$ cat src/rtl/sfp_pkg.sv
package sfp_pkg;

   localparam int MAX_PAYLOAD_DEF = 32;

   // Payload counter width, enough for a MAX_PAYLOAD of up to 63.
   localparam int CNT_W = 6;

   localparam int CSR_IDX_W = 1;
   localparam logic [CSR_IDX_W-1:0] CSR_HEAD   = 1'b0;
   localparam logic [CSR_IDX_W-1:0] CSR_DEVICE = 1'b1;

   localparam logic [7:0] HEAD_RESET   = 8'hFF;
   localparam logic [7:0] DEVICE_RESET = 8'hFC;
   localparam logic [7:0] MIN_LEN      = 8'd3;

   typedef enum logic [2:0] {
      PH_IDLE,
      PH_HEAD,
      PH_LENGTH,
      PH_FUNC,
      PH_PAYLOAD
   } phase_type;

   typedef enum logic {
      BK_IDLE,
      BK_SHOW
   } back_state_type;

   typedef struct packed {
      logic             bank;
      logic [CNT_W-1:0] count;
      logic [7:0]       func;
   } frame_desc_type;

endpackage

$ cat src/rtl/sfp_req_if.sv
interface sfp_req_if;
   logic       valid;
   logic       ready;
   logic [7:0] rx_byte;

   modport source (output valid, output rx_byte, input ready);
   modport sink (input valid, input rx_byte, output ready);
endinterface

$ cat src/rtl/sfp_rsp_if.sv
interface sfp_rsp_if;
   logic       valid;
   logic       ready;
   logic [7:0] function_code;
   logic [7:0] payload_byte;
   logic       byte_valid;
   logic       last_of_frame;

   modport source (
      output valid, output function_code, output payload_byte,
      output byte_valid, output last_of_frame, input ready
   );
   modport sink (
      input valid, input function_code, input payload_byte,
      input byte_valid, input last_of_frame, output ready
   );
endinterface

$ cat src/rtl/serial_frame_parser_checksum.sv
// Frame parser for a received byte stream with an additive checksum.
// The req_ch channel takes one received byte per transaction. The parser hunts
// for the head and device bytes, then reads length, function, payload and
// checksum. A frame whose checksum matches leaves on rsp_ch as one transaction
// per payload byte, the final one marked last; an empty frame gives one
// transaction with byte_valid clear. A bad checksum drops the frame.
// The csr_ port writes the head byte (index 0) and device byte (index 1).
// Input bytes are taken one per cycle while req_ch.ready is high. Once a frame
// is queued, the output stage reads the RAM and offers the first result, then
// one result per cycle while rsp_ch is ready, passing through idle between
// frames. Payload sits in a two-bank RAM and a two-entry frame queue couples
// parser and output. When two good frames wait for output, req_ch.ready drops
// until the older frame is fully drained. A stall on rsp_ch only holds the
// current result. Reset returns the parser to hunting, restores head 0xFF and
// device 0xFC, and empties the queue; the payload RAM needs no clearing.
module serial_frame_parser_checksum
   import sfp_pkg::*;
#(
   parameter int MAX_PAYLOAD = MAX_PAYLOAD_DEF
) (
   input  logic                 clock,
   input  logic                 reset,
   sfp_req_if.sink              req_ch,
   sfp_rsp_if.source            rsp_ch,
   input  logic                 csr_we,
   input  logic [CSR_IDX_W-1:0] csr_index,
   input  logic [7:0]           csr_wdata
);

   localparam int DEPTH = 2 * MAX_PAYLOAD;
   localparam int AW    = $clog2(DEPTH);

   frame_desc_type push_desc, head_desc;
   logic           q_push, q_pop, q_full, q_empty;
   logic           ram_wr_en, ram_rd_en;
   logic [AW-1:0]  ram_wr_addr, ram_rd_addr;
   logic [7:0]     ram_wr_data, ram_rd_data;

   sfp_front #(
      .MAX_PAYLOAD(MAX_PAYLOAD)
   ) u_front (
      .clock       (clock),
      .reset       (reset),
      .req_ch      (req_ch),
      .csr_we      (csr_we),
      .csr_index   (csr_index),
      .csr_wdata   (csr_wdata),
      .q_full      (q_full),
      .q_push      (q_push),
      .q_push_desc (push_desc),
      .ram_wr_en   (ram_wr_en),
      .ram_wr_addr (ram_wr_addr),
      .ram_wr_data (ram_wr_data)
   );

   sfp_queue u_queue (
      .clock     (clock),
      .reset     (reset),
      .push      (q_push),
      .push_desc (push_desc),
      .pop       (q_pop),
      .head_desc (head_desc),
      .empty     (q_empty),
      .full      (q_full)
   );

   sfp_ram #(
      .WIDTH(8),
      .DEPTH(DEPTH)
   ) u_ram (
      .clock   (clock),
      .wr_en   (ram_wr_en),
      .wr_addr (ram_wr_addr),
      .wr_data (ram_wr_data),
      .rd_en   (ram_rd_en),
      .rd_addr (ram_rd_addr),
      .rd_data (ram_rd_data)
   );

   sfp_back #(
      .MAX_PAYLOAD(MAX_PAYLOAD)
   ) u_back (
      .clock       (clock),
      .reset       (reset),
      .desc        (head_desc),
      .q_empty     (q_empty),
      .q_pop       (q_pop),
      .ram_rd_en   (ram_rd_en),
      .ram_rd_addr (ram_rd_addr),
      .ram_rd_data (ram_rd_data),
      .rsp_ch      (rsp_ch)
   );

endmodule

$ cat src/rtl/sfp_ram.sv
module sfp_ram #(
   parameter int WIDTH = 8,
   parameter int DEPTH = 64
) (
   input  logic                     clock,
   input  logic                     wr_en,
   input  logic [$clog2(DEPTH)-1:0] wr_addr,
   input  logic [WIDTH-1:0]         wr_data,
   input  logic                     rd_en,
   input  logic [$clog2(DEPTH)-1:0] rd_addr,
   output logic [WIDTH-1:0]         rd_data
);

   logic [WIDTH-1:0] mem_ff [DEPTH];
   logic [WIDTH-1:0] rd_data_ff;

   always_ff @(posedge clock) begin
      if (wr_en) begin
         mem_ff[wr_addr] <= wr_data;
      end
      if (rd_en) begin
         rd_data_ff <= mem_ff[rd_addr];
      end
   end

   assign rd_data = rd_data_ff;

endmodule

$ cat src/rtl/sfp_front.sv
module sfp_front
   import sfp_pkg::*;
#(
   parameter int MAX_PAYLOAD = MAX_PAYLOAD_DEF,
   localparam int AW = $clog2(2 * MAX_PAYLOAD)
) (
   input  logic                 clock,
   input  logic                 reset,
   sfp_req_if.sink              req_ch,
   input  logic                 csr_we,
   input  logic [CSR_IDX_W-1:0] csr_index,
   input  logic [7:0]           csr_wdata,
   input  logic                 q_full,
   output logic                 q_push,
   output frame_desc_type       q_push_desc,
   output logic                 ram_wr_en,
   output logic [AW-1:0]        ram_wr_addr,
   output logic [7:0]           ram_wr_data
);

   localparam logic [7:0] LEN_MAX = 8'(MAX_PAYLOAD + 2);

   phase_type        phase_ff, phase_in;
   logic [7:0]       head_ff, device_ff;
   logic [7:0]       len_ff, len_in;
   logic [7:0]       func_ff, func_in;
   logic [7:0]       sum_ff, sum_in;
   logic [CNT_W-1:0] count_ff, count_in;
   logic             bank_ff, bank_in;
   logic             acc;
   logic [7:0]       b;
   logic [7:0]       need;
   logic             at_check;

   assign req_ch.ready = !q_full;
   assign acc          = req_ch.valid && !q_full;
   assign b            = req_ch.rx_byte;
   assign need         = len_ff - MIN_LEN;
   assign at_check     = (8'(count_ff) == need);

   always_comb begin
      phase_in = phase_ff;
      if (acc) begin
         case (phase_ff)
            PH_IDLE: begin
               if (b == head_ff) begin
                  phase_in = PH_HEAD;
               end
            end
            PH_HEAD: begin
               if (b == device_ff) begin
                  phase_in = PH_LENGTH;
               end else if (b != head_ff) begin
                  phase_in = PH_IDLE;
               end
            end
            PH_LENGTH: begin
               if (b < MIN_LEN || b > LEN_MAX) begin
                  phase_in = PH_IDLE;
               end else begin
                  phase_in = PH_FUNC;
               end
            end
            PH_FUNC: begin
               phase_in = PH_PAYLOAD;
            end
            PH_PAYLOAD: begin
               if (at_check) begin
                  phase_in = PH_IDLE;
               end
            end
            default: begin
               phase_in = PH_IDLE;
            end
         endcase
      end
   end

   always_comb begin
      len_in      = len_ff;
      func_in     = func_ff;
      sum_in      = sum_ff;
      count_in    = count_ff;
      bank_in     = bank_ff;
      q_push      = 1'b0;
      ram_wr_en   = 1'b0;
      ram_wr_data = b;
      if (bank_ff) begin
         ram_wr_addr = AW'(count_ff) + AW'(MAX_PAYLOAD);
      end else begin
         ram_wr_addr = AW'(count_ff);
      end
      q_push_desc.bank  = bank_ff;
      q_push_desc.count = count_ff;
      q_push_desc.func  = func_ff;
      if (acc) begin
         case (phase_ff)
            PH_LENGTH: begin
               len_in = b;
               sum_in = b;
            end
            PH_FUNC: begin
               func_in  = b;
               sum_in   = sum_ff + b;
               count_in = '0;
            end
            PH_PAYLOAD: begin
               if (at_check) begin
                  if (sum_ff == b) begin
                     q_push  = 1'b1;
                     bank_in = !bank_ff;
                  end
               end else begin
                  ram_wr_en = 1'b1;
                  sum_in    = sum_ff + b;
                  count_in  = count_ff + 1'b1;
               end
            end
            default: begin
            end
         endcase
      end
   end

   always_ff @(posedge clock) begin
      if (reset) begin
         phase_ff  <= PH_IDLE;
         head_ff   <= HEAD_RESET;
         device_ff <= DEVICE_RESET;
         len_ff    <= '0;
         func_ff   <= '0;
         count_ff  <= '0;
         sum_ff    <= '0;
         bank_ff   <= 1'b0;
      end else begin
         phase_ff <= phase_in;
         len_ff   <= len_in;
         func_ff  <= func_in;
         count_ff <= count_in;
         sum_ff   <= sum_in;
         bank_ff  <= bank_in;
         if (csr_we) begin
            case (csr_index)
               CSR_HEAD:   head_ff   <= csr_wdata;
               CSR_DEVICE: device_ff <= csr_wdata;
               default: begin
               end
            endcase
         end
      end
   end

endmodule

$ cat src/rtl/sfp_queue.sv
module sfp_queue
   import sfp_pkg::*;
(
   input  logic           clock,
   input  logic           reset,
   input  logic           push,
   input  frame_desc_type push_desc,
   input  logic           pop,
   output frame_desc_type head_desc,
   output logic           empty,
   output logic           full
);

   frame_desc_type ent_ff [2];
   logic           wr_ptr_ff, rd_ptr_ff;
   logic [1:0]     fill_ff;

   assign empty     = (fill_ff == 2'd0);
   assign full      = (fill_ff == 2'd2);
   assign head_desc = ent_ff[rd_ptr_ff];

   always_ff @(posedge clock) begin
      if (push) begin
         ent_ff[wr_ptr_ff] <= push_desc;
      end
   end

   always_ff @(posedge clock) begin
      if (reset) begin
         wr_ptr_ff <= 1'b0;
         rd_ptr_ff <= 1'b0;
         fill_ff   <= 2'd0;
      end else begin
         if (push) begin
            wr_ptr_ff <= !wr_ptr_ff;
         end
         if (pop) begin
            rd_ptr_ff <= !rd_ptr_ff;
         end
         if (push && !pop) begin
            fill_ff <= fill_ff + 2'd1;
         end else if (pop && !push) begin
            fill_ff <= fill_ff - 2'd1;
         end
      end
   end

endmodule

$ cat src/rtl/sfp_back.sv
module sfp_back
   import sfp_pkg::*;
#(
   parameter int MAX_PAYLOAD = MAX_PAYLOAD_DEF,
   localparam int AW = $clog2(2 * MAX_PAYLOAD)
) (
   input  logic           clock,
   input  logic           reset,
   input  frame_desc_type desc,
   input  logic           q_empty,
   output logic           q_pop,
   output logic           ram_rd_en,
   output logic [AW-1:0]  ram_rd_addr,
   input  logic [7:0]     ram_rd_data,
   sfp_rsp_if.source      rsp_ch
);

   back_state_type   state_ff, state_in;
   logic [CNT_W-1:0] idx_ff, idx_in;
   logic [CNT_W-1:0] idx_next;
   logic [CNT_W-1:0] rd_idx;
   logic             has_data;
   logic             is_last;
   logic             taken;

   assign idx_next = idx_ff + 1'b1;
   assign has_data = (desc.count != '0);
   assign is_last  = !has_data || (idx_next == desc.count);
   assign taken    = (state_ff == BK_SHOW) && rsp_ch.ready;

   always_comb begin
      state_in = state_ff;
      case (state_ff)
         BK_IDLE: begin
            if (!q_empty) begin
               state_in = BK_SHOW;
            end
         end
         BK_SHOW: begin
            if (rsp_ch.ready && is_last) begin
               state_in = BK_IDLE;
            end
         end
         default: begin
            state_in = BK_IDLE;
         end
      endcase
   end

   always_comb begin
      idx_in    = idx_ff;
      rd_idx    = '0;
      ram_rd_en = 1'b0;
      q_pop     = 1'b0;
      case (state_ff)
         BK_IDLE: begin
            if (!q_empty) begin
               ram_rd_en = 1'b1;
               idx_in    = '0;
            end
         end
         BK_SHOW: begin
            if (taken) begin
               if (is_last) begin
                  q_pop = 1'b1;
               end else begin
                  ram_rd_en = 1'b1;
                  rd_idx    = idx_next;
                  idx_in    = idx_next;
               end
            end
         end
         default: begin
         end
      endcase
      if (desc.bank) begin
         ram_rd_addr = AW'(rd_idx) + AW'(MAX_PAYLOAD);
      end else begin
         ram_rd_addr = AW'(rd_idx);
      end
   end

   assign rsp_ch.valid         = (state_ff == BK_SHOW);
   assign rsp_ch.function_code = desc.func;
   assign rsp_ch.payload_byte  = has_data ? ram_rd_data : 8'd0;
   assign rsp_ch.byte_valid    = has_data;
   assign rsp_ch.last_of_frame = is_last;

   always_ff @(posedge clock) begin
      if (reset) begin
         state_ff <= BK_IDLE;
         idx_ff   <= '0;
      end else begin
         state_ff <= state_in;
         idx_ff   <= idx_in;
      end
   end

endmodule
$ cat src/flat_wrapper.sv
// flat-port wrapper written by rule: the top's interface ports become plain ports
module serial_frame_parser_checksum_flat import sfp_pkg::*;
#(
   parameter int MAX_PAYLOAD = MAX_PAYLOAD_DEF
)
  (clock, reset, csr_we, csr_index, csr_wdata, req_ch_valid, req_ch_rx_byte, req_ch_ready, rsp_ch_valid, rsp_ch_function_code, rsp_ch_payload_byte, rsp_ch_byte_valid, rsp_ch_last_of_frame, rsp_ch_ready);
  sfp_req_if req_ch_i ();
  sfp_rsp_if rsp_ch_i ();
  input  logic clock;
  input  logic reset;
  input  logic csr_we;
  input  logic [CSR_IDX_W-1:0] csr_index;
  input  logic [7:0] csr_wdata;
  input wire logic [$bits(req_ch_i.valid)-1:0] req_ch_valid;
  input wire logic [$bits(req_ch_i.rx_byte)-1:0] req_ch_rx_byte;
  output wire logic [$bits(req_ch_i.ready)-1:0] req_ch_ready;
  output wire logic [$bits(rsp_ch_i.valid)-1:0] rsp_ch_valid;
  output wire logic [$bits(rsp_ch_i.function_code)-1:0] rsp_ch_function_code;
  output wire logic [$bits(rsp_ch_i.payload_byte)-1:0] rsp_ch_payload_byte;
  output wire logic [$bits(rsp_ch_i.byte_valid)-1:0] rsp_ch_byte_valid;
  output wire logic [$bits(rsp_ch_i.last_of_frame)-1:0] rsp_ch_last_of_frame;
  input wire logic [$bits(rsp_ch_i.ready)-1:0] rsp_ch_ready;
  assign req_ch_i.valid = req_ch_valid;
  assign req_ch_i.rx_byte = req_ch_rx_byte;
  assign req_ch_ready = req_ch_i.ready;
  assign rsp_ch_valid = rsp_ch_i.valid;
  assign rsp_ch_function_code = rsp_ch_i.function_code;
  assign rsp_ch_payload_byte = rsp_ch_i.payload_byte;
  assign rsp_ch_byte_valid = rsp_ch_i.byte_valid;
  assign rsp_ch_last_of_frame = rsp_ch_i.last_of_frame;
  assign rsp_ch_i.ready = rsp_ch_ready;
  serial_frame_parser_checksum #(.MAX_PAYLOAD(MAX_PAYLOAD)) u_core (.clock(clock), .reset(reset), .req_ch(req_ch_i), .rsp_ch(rsp_ch_i), .csr_we(csr_we), .csr_index(csr_index), .csr_wdata(csr_wdata));
endmodule
$ cat config.mk
export PLATFORM = sky130hd
export DESIGN_NAME = serial_frame_parser_checksum_flat
export DESIGN_NICKNAME = d
export VERILOG_FILES = /design/src/rtl/sfp_pkg.sv /design/src/rtl/sfp_req_if.sv /design/src/rtl/sfp_rsp_if.sv /design/src/rtl/serial_frame_parser_checksum.sv /design/src/rtl/sfp_ram.sv /design/src/rtl/sfp_front.sv /design/src/rtl/sfp_queue.sv /design/src/rtl/sfp_back.sv /design/src/flat_wrapper.sv
export SDC_FILE = /design/constraint.sdc
export NUM_CORES = 1
export LEC_CHECK = 0
export BUFFER_PORTS_ARGS = -buffer_cell sky130_fd_sc_hd__buf_4
export CELL_PAD_IN_SITES_DETAIL_PLACEMENT = 1
export CELL_PAD_IN_SITES_GLOBAL_PLACEMENT = 1
export CORE_AREA = 4 4 263 265
export CTS_CLUSTER_DIAMETER = 200
export DETAILED_ROUTE_END_ITERATION = 12
export DIE_AREA = 0 0 267 269
export GPL_TIMING_DRIVEN = 0
export PLACE_DENSITY_LB_ADDON = 0.05
export SLEW_MARGIN = 5
export SYNTH_ARGS = -nofsm -noshare
export SYNTH_HDL_FRONTEND = slang
export SYNTH_HIERARCHICAL = 1
export SYNTH_SLANG_ARGS = --single-unit
$ cat constraint.sdc
create_clock -name clock -period 9.7 [get_ports clock]
set_clock_uncertainty 0.15 [all_clocks]
set_input_delay 0.97 -clock clock [delete_from_list [all_inputs] [get_ports clock]]
set_output_delay 0.97 -clock clock [all_outputs]
set_load 0.005 [all_outputs]
==> impl_metrics.csv, run 1 <==
group,metric,value,unit
power,swShare,20.1,%
critical_path,critPathSlowestCell,"a21oi_1",
clocking,clockRootBuffer,"clkbuf_16",
timing,rsz0062_at_grt,"false",
finish,finalNetCount,1611,
critical_path,reg2reg_slack,4.04,ns
power,peakVddDrop,0.000197,V
synth,synth-simple-area-share,6.91,%
placement,gp_congestion,0.805,
finish,fill_cells,6488,
finish,final_common_cell,"edfxtp_1",
grt,globalRouteTotalUtil,19.7,%
synth,synth_fp_nets,1499,
power,clkPwrFrac,45.5,%
placement,hpwl,45600,um
critical_path,crit_path_max_fanout,10,
synth,synth-seq-cells,612,
grt,grt_pass1_wl,101000,um
clocking,cts_hold_buf,0,
grt,grt_pass1_vias,14500,
detailed_routing,via_count,13700,
critical_path,required,9.82,ns
timing,min_period_over_period,58.4,%
critical_path,path_class,"reg2reg",
critical_path,crit_path_start_kind,"register",
clocking,htreeDepth,3,
synth,yosysWarnings,6,
synth,synth_mux_area_share,14.2,%
critical_path,crit_path_end_kind,"register",
clocking,post_cts_buffers,0,
detailed_routing,drt-total-wl,69700,um
grt,grt-ovfl-total,0,
floorplan,io_pins,42,
clocking,cts_tree,"done",
grt,antenna_found_initial,4,
clocking,clockBufferDepth,3,
timing,setup_viol,0,
power,power.density,189,nW/um^2
flow_run,drv_cap,0,
hold_path,hold_path_class,"reg2reg",
synth,synth_xor_area_share,1.53,%
critical_path,crit_top_cell,"clkbuf_1",
placement,post-place-ws,4.09,ns
synth,synth_edf_count,550,
placement,port_buffers,40,
floorplan,dieArea,71800,um^2
grt,grt_max_degree,65,
power,combPwrFrac,1.6,%
clocking,cts.reportedPaths.clkPinSlew,0.06,ns
timing,worst_slew_pin_slew,1.34,ns
synth,synth_compound_area_share,3.93,%
synth,ys_seq_area_share,70.4,%
synth,syn_area_per_cell,17.2,um^2
power,p_seq_share,52.9,%
synth,synthAdderAreaFrac,0.625,%
detailed_routing,ant_nets,0,
critical_path,critPathMaxStageDelay,1.01,ns
synth,synth_top_family_by_area,"multiplexers",
detailed_routing,route.detailed.drc,0,
finish,area_growth,13.9,%
timing,clock.fmax,177,MHz
floorplan,core_area,66800,um^2
finish,final_core_util,43.0,%
power,switchingPower,1.09,mW
timing,hold_violations,0,
timing,finalMaxSlewViolations,0,
floorplan,fp.dieH,269,um
timing,setup_tns,0,ns
detailed_routing,drtPass1Iterations,5,
detailed_routing,vias_per_cell,5.49,
clocking,cts_inserted_buffers,70,
critical_path,cp_top_family,"compound AO/OA/AOI/OAI gates",
finish,drive_gt1_share,21.9,%
timing,setup_ws,4.04,ns
floorplan,start_util,37.7,%
floorplan,dieWidth,267,um
floorplan,num_rows,95,
finish,most-common-layout-cells,"edfxtp_1 (550), mux4_2 (126), nor2_1 (115)",
synth,syn-cell-area,25200,um^2
clocking,clk_latency,0.60,ns
detailed_routing,drtIter0Drc,1067,
power,leakage,9.00,nW
clocking,cts.sinks,612,
synth,syn_inst,1465,
timing,max_slew_margin,10.5,%
clocking,post_cts_resize_count,0,
synth,ys.flop_type,"edfxtp_1",
timing,fin_crit,5.66,ns
synth,async_flop_share,0,%
status,status,"completed",
critical_path,critPathBufInv,4,
detailed_routing,detail_route.wl_per_cell,27.9,um
synth,synth_cell_types,72,
critical_path,crit_arrival,5.78,ns
power,internal_power,4.34,mW
critical_path,cp_cell_sequence,"buf_2 > buf_4 > mux2_2 > nor2b_1 > o21ai_0 > o21a_1 > a31o_4 > a21oi_1 > clkbuf_1 > clkbuf_1 > a2111oi_0 > o41ai_1",
-- cell families after synthesis --
| logic type | after synthesis |
|---|---|
| XOR/XNOR | 41 |
| buffers and inverters | 102 |
| multiplexers | 196 |
| adder cells (fa/ha/maj) | 12 |
| flip-flops | 612 |
| AO/OA/AOI/OAI | 139 |
| AND/OR/NAND/NOR | 363 |
-- synth_stat cells (9+ instances only) --
cell type	instances	share of area, %
nand2b_1	14	0.35
o21ai_0	21	0.42
nand3_1	43	0.85
nor3_1	14	0.28
xnor2_1	19	0.66
edfxtp_1	550	66
mux4_2	126	11
xor2_1	20	0.69
o221ai_1	9	0.31
and2_1	12	0.30
clkbuf_1	35	0.52
nor2_1	115	1.7
a21oi_1	32	0.64
mux2_2	28	1.3
buf_4	36	1.1
nand2_1	93	1.4
nor2b_1	24	0.60
dfxtp_1	62	4.9
ha_1	11	0.55
buf_2	12	0.24
mux2i_1	40	1.6
-- registers in the layout (all words and copies together), names as in the netlist, named ones only --
signal,count
u_core/u_front/sum_ff,8
u_core/u_front/func_ff,8
u_core/u_front/bank_ff,1
u_core/u_front/head_ff,8
u_core/u_front/len_ff,8
u_core/u_back/idx_ff,6
u_core/u_queue/ent_ff,30
u_core/u_front/phase_ff,3
u_core/u_queue/rd_ptr_ff,1
u_core/u_back/rsp_ch.valid,1
u_core/u_front/count_ff,6
u_core/u_ram/rd_data,8
u_core/u_queue/wr_ptr_ff,1
u_core/u_queue/fill_ff,2
u_core/u_front/device_ff,8
u_core/u_ram/mem_ff,512
-- power by group through the flow --
| stage | Combinational (mW) | Sequential, mW | Clock [mW] |
|---|---|---|---|
| 2_1_floorplan | 0.0441 | 2.93 | 0 |
| 3_3_place_gp | 0.0850 | 2.93 | 0 |
| 3_5_place_dp | 0.0885 | 2.93 | 0 |
| 4_1_cts | 0.0883 | 2.87 | 2.55 |
| 5_1_grt | 0.0954 | 2.87 | 2.67 |
| 6_report | 0.0851 | 2.87 | 2.47 |
-- layer usage --
layer / vias up / track usage (%) / wire length, um
met2: 293 / 31.9 / 33400
met3: 89 / 3.27 / 3210
li1: 6004 / - / -
met1: 7332 / 27.5 / 31500
met4: 0 / 6.03 / 1590
met5: - / 0 / 0
-- stage by stage --
stage / total power, mW / cell area [um^2] / instances / hold WS [ns]
global placement: 3.01 / 26600 / 2378 / 0.288
global route: 5.64 / 28700 / 2500 / 0.329
CTS: 5.51 / 28700 / 2500 / 0.310
floorplan: 2.97 / 25200 / 1465 / 0.275
detailed placement: 3.02 / 26600 / 2378 / 0.298
finish: 5.43 / 28700 / 2501 / 0.310
-- area by class of cell --
cell class              instances  area, um^2  share of cell area [%]
diodes                          1        2.50                 0.00871
plain buffers                  94         566                    1.97
clock buffers                  91        1850                    6.45
clock inverters                31         244                   0.850
inverters                       8        30.0                   0.105
multi-input cells             751        6870                    23.9
flip-flops and latches        612       17800                    61.8
well taps                     873        1090                    3.80
repair buffers                 40         300                    1.05
-- final timing paths --
kind                            cells after the start                              startpoint                                     to
worst max register to register                     12                                register      u_core/u_ram/rd_data[3]$_DFFE_PP_
worst min-delay path                                0  u_core/u_front/func_ff[2]$_SDFFE_PP0P_  u_core/u_queue/ent_ff[0][2]$_DFFE_PP_
worst min register to register                      0  u_core/u_front/func_ff[2]$_SDFFE_PP0P_  u_core/u_queue/ent_ff[0][2]$_DFFE_PP_
worst max-delay path                               12                                register      u_core/u_ram/rd_data[3]$_DFFE_PP_
-- worst reg2reg max path, delay by kind of cell, from the launching register on --
family | cells | cell delay [ns]
mux | 1 | 0.41
compound gates | 6 | 2.67
buf+inv | 4 | 1.70
simple gates | 1 | 0.12
flops | 1 | 0.31
No activity file was read; power rests on OpenSTA's default activity.
==> inputs of run 2 (changes only) <==
Clock period 9.7 ns to 5.7 ns, I/O delays scaled along.
==> run 2 against run 1 <==
Net effect:
- setup slack got worse by 3.7 ns
- final area about the same
- global-route usage unchanged
- sequential power is 70% higher
==> impl_metrics.csv, run 2 (synthesis results as in run 1) <==
group,metric,value,unit
clocking,htreeDepth,3,
grt,antenna_found_initial,4,
critical_path,cp_cell_sequence,"buf_2 > buf_4 > mux2_2 > nor2b_1 > o21ai_0 > o21a_1 > nand3_1 > and3_1 > buf_4 > buf_2 > buf_4 > buf_2 > nand3b_1 > o22ai_1 > o41ai_1",
power,power.density,322,nW/um^2
timing,min_period_over_period,94.6,%
clocking,cts.reportedPaths.clkPinSlew,0.06,ns
finish,area_growth,13.9,%
timing,setup_tns,0,ns
finish,drive_gt1_share,22.0,%
detailed_routing,route.detailed.drc,0,
floorplan,io_pins,42,
placement,gp_congestion,0.805,
detailed_routing,vias_per_cell,5.48,
detailed_routing,drt-total-wl,69600,um
critical_path,crit_arrival,5.51,ns
critical_path,critPathSlowestCell,"o41ai_1",
finish,final_common_cell,"edfxtp_1",
grt,globalRouteTotalUtil,19.7,%
grt,grt_max_degree,65,
placement,port_buffers,40,
finish,fin_cells,2499,
finish,reg_top3,"u_core/u_ram/mem_ff: 512 flops, u_core/u_queue/ent_ff: 30 flops",
floorplan,dieWidth,267,um
critical_path,critPathBufInv,6,
timing,worst_slew_pin_slew,1.24,ns
finish,finalNetCount,1609,
floorplan,fp.dieH,269,um
flow_run,drv_cap,0,
detailed_routing,ant_nets,0,
timing,clock.fmax,186,MHz
hold_path,hold_path_class,"in2reg",
timing,hold_violations,0,
status,status,"completed",
floorplan,dieArea,71800,um^2
clocking,clockBufferDepth,3,
timing,setup_viol,0,
finish,largest_reg_flops,512,
timing,max_slew_margin,16.8,%
finish,most-common-layout-cells,"edfxtp_1 (550), mux4_2 (126), nor2_1 (115)",
power,peakVddDrop,0.000335,V
clocking,clockRootBuffer,"clkbuf_16",
clocking,clk_latency,0.60,ns
grt,grt_pass1_wl,101000,um
timing,fin_crit,5.39,ns
grt,grt_pass1_vias,14500,
critical_path,crit_path_max_fanout,10,
critical_path,cp_top_family,"buffers and inverters",
detailed_routing,detail_route.wl_per_cell,27.8,um
critical_path,critPathMaxStageDelay,0.81,ns
timing,finalMaxSlewViolations,0,
clocking,cts.sinks,612,
critical_path,crit_path_end_kind,"register",
detailed_routing,drtIter0Drc,1031,
clocking,post_cts_buffers,0,
clocking,cts_hold_buf,0,
floorplan,num_rows,95,
clocking,cts_tree,"done",
clocking,post_cts_resize_count,0,
placement,hpwl,45600,um
timing,rsz0062_at_grt,"false",
power,leakage,8.99,nW
grt,grt-ovfl-total,0,
clocking,cts_inserted_buffers,70,
floorplan,core_area,66800,um^2
critical_path,path_class,"reg2reg",
critical_path,crit_path_start_kind,"register",
placement,dp_cells,2378,
detailed_routing,via_count,13700,
finish,top_register,"u_core/u_ram/mem_ff",
detailed_routing,drtPass1Iterations,5,
critical_path,required,5.82,ns
floorplan,start_util,37.7,%
==> run 2: cell types whose count changed in the layout (fill, tap and decap cells not counted), sizes merged <==
| cell | previous run | this run |
|---|---|---|
| buf | 99 | 98 |
| clkbuf | 126 | 125 |
==> run 2: layer usage <==
metal | vias up | GRT usage [%] | wire (um)
li1 | 6003 | - | -
met1 | 7274 | 27.5 | 30900
met2 | 333 | 31.9 | 33300
met3 | 94 | 3.27 | 3670
met4 | 0 | 6.03 | 1690
met5 | - | 0 | 0
==> run 2: stage by stage <==
stage	hold slack (ns)	setup WS, ns	total power [mW]	utilization (%)	instance area, um^2
after floorplan	0.275	1.86	5.06	-	25200
after CTS	0.0295	0.0763	9.38	43.0	28700
after global routing	0.0472	0.00879	9.59	43.0	28700
after detailed placement	0.298	0.0879	5.14	39.8	26600
final	0.0638	0.310	9.24	43.0	28700
after global placement	0.288	0.137	5.13	39.8	26600
==> run 2: worst min-delay path, delay by kind of cell <==
family,cells,cell delay (ns)
and+or+nand+nor,2,0.10
buffers and inverters,1,0.08
==> run 2: layout make-up <==
type | count | area (um^2)
timing repair buffer | 40 | 300
inverter | 8 | 30.0
clock inverter | 31 | 244
fill | 6484 | 38100
buffer | 92 | 558
tap | 873 | 1090
multi-input combinational | 751 | 6880
antenna | 1 | 2.50
clock buffer | 91 | 1850
sequential | 612 | 17800
==> run 2: final timing paths <==
path / startpoint / to / slack [ns] / cells after the start
setup reg to reg: register / u_core/u_ram/rd_data[3]$_DFFE_PP_ / 0.31 / 15
hold / removal: csr_wdata[7] / u_core/u_front/head_ff[7]$_SDFFE_PP1P_ / 0.06 / 3
setup / recovery: register / u_core/u_ram/rd_data[3]$_DFFE_PP_ / 0.31 / 15
hold reg to reg: u_core/u_front/func_ff[2]$_SDFFE_PP0P_ / u_core/u_queue/ent_ff[0][2]$_DFFE_PP_ / 0.31 / 0
==> run 2: where the power goes <==
part	switching, mW	internal [mW]
registers	0.00488	4.89
clock network	1.75	2.46
logic	0.111	0.0342
total	1.86	7.38
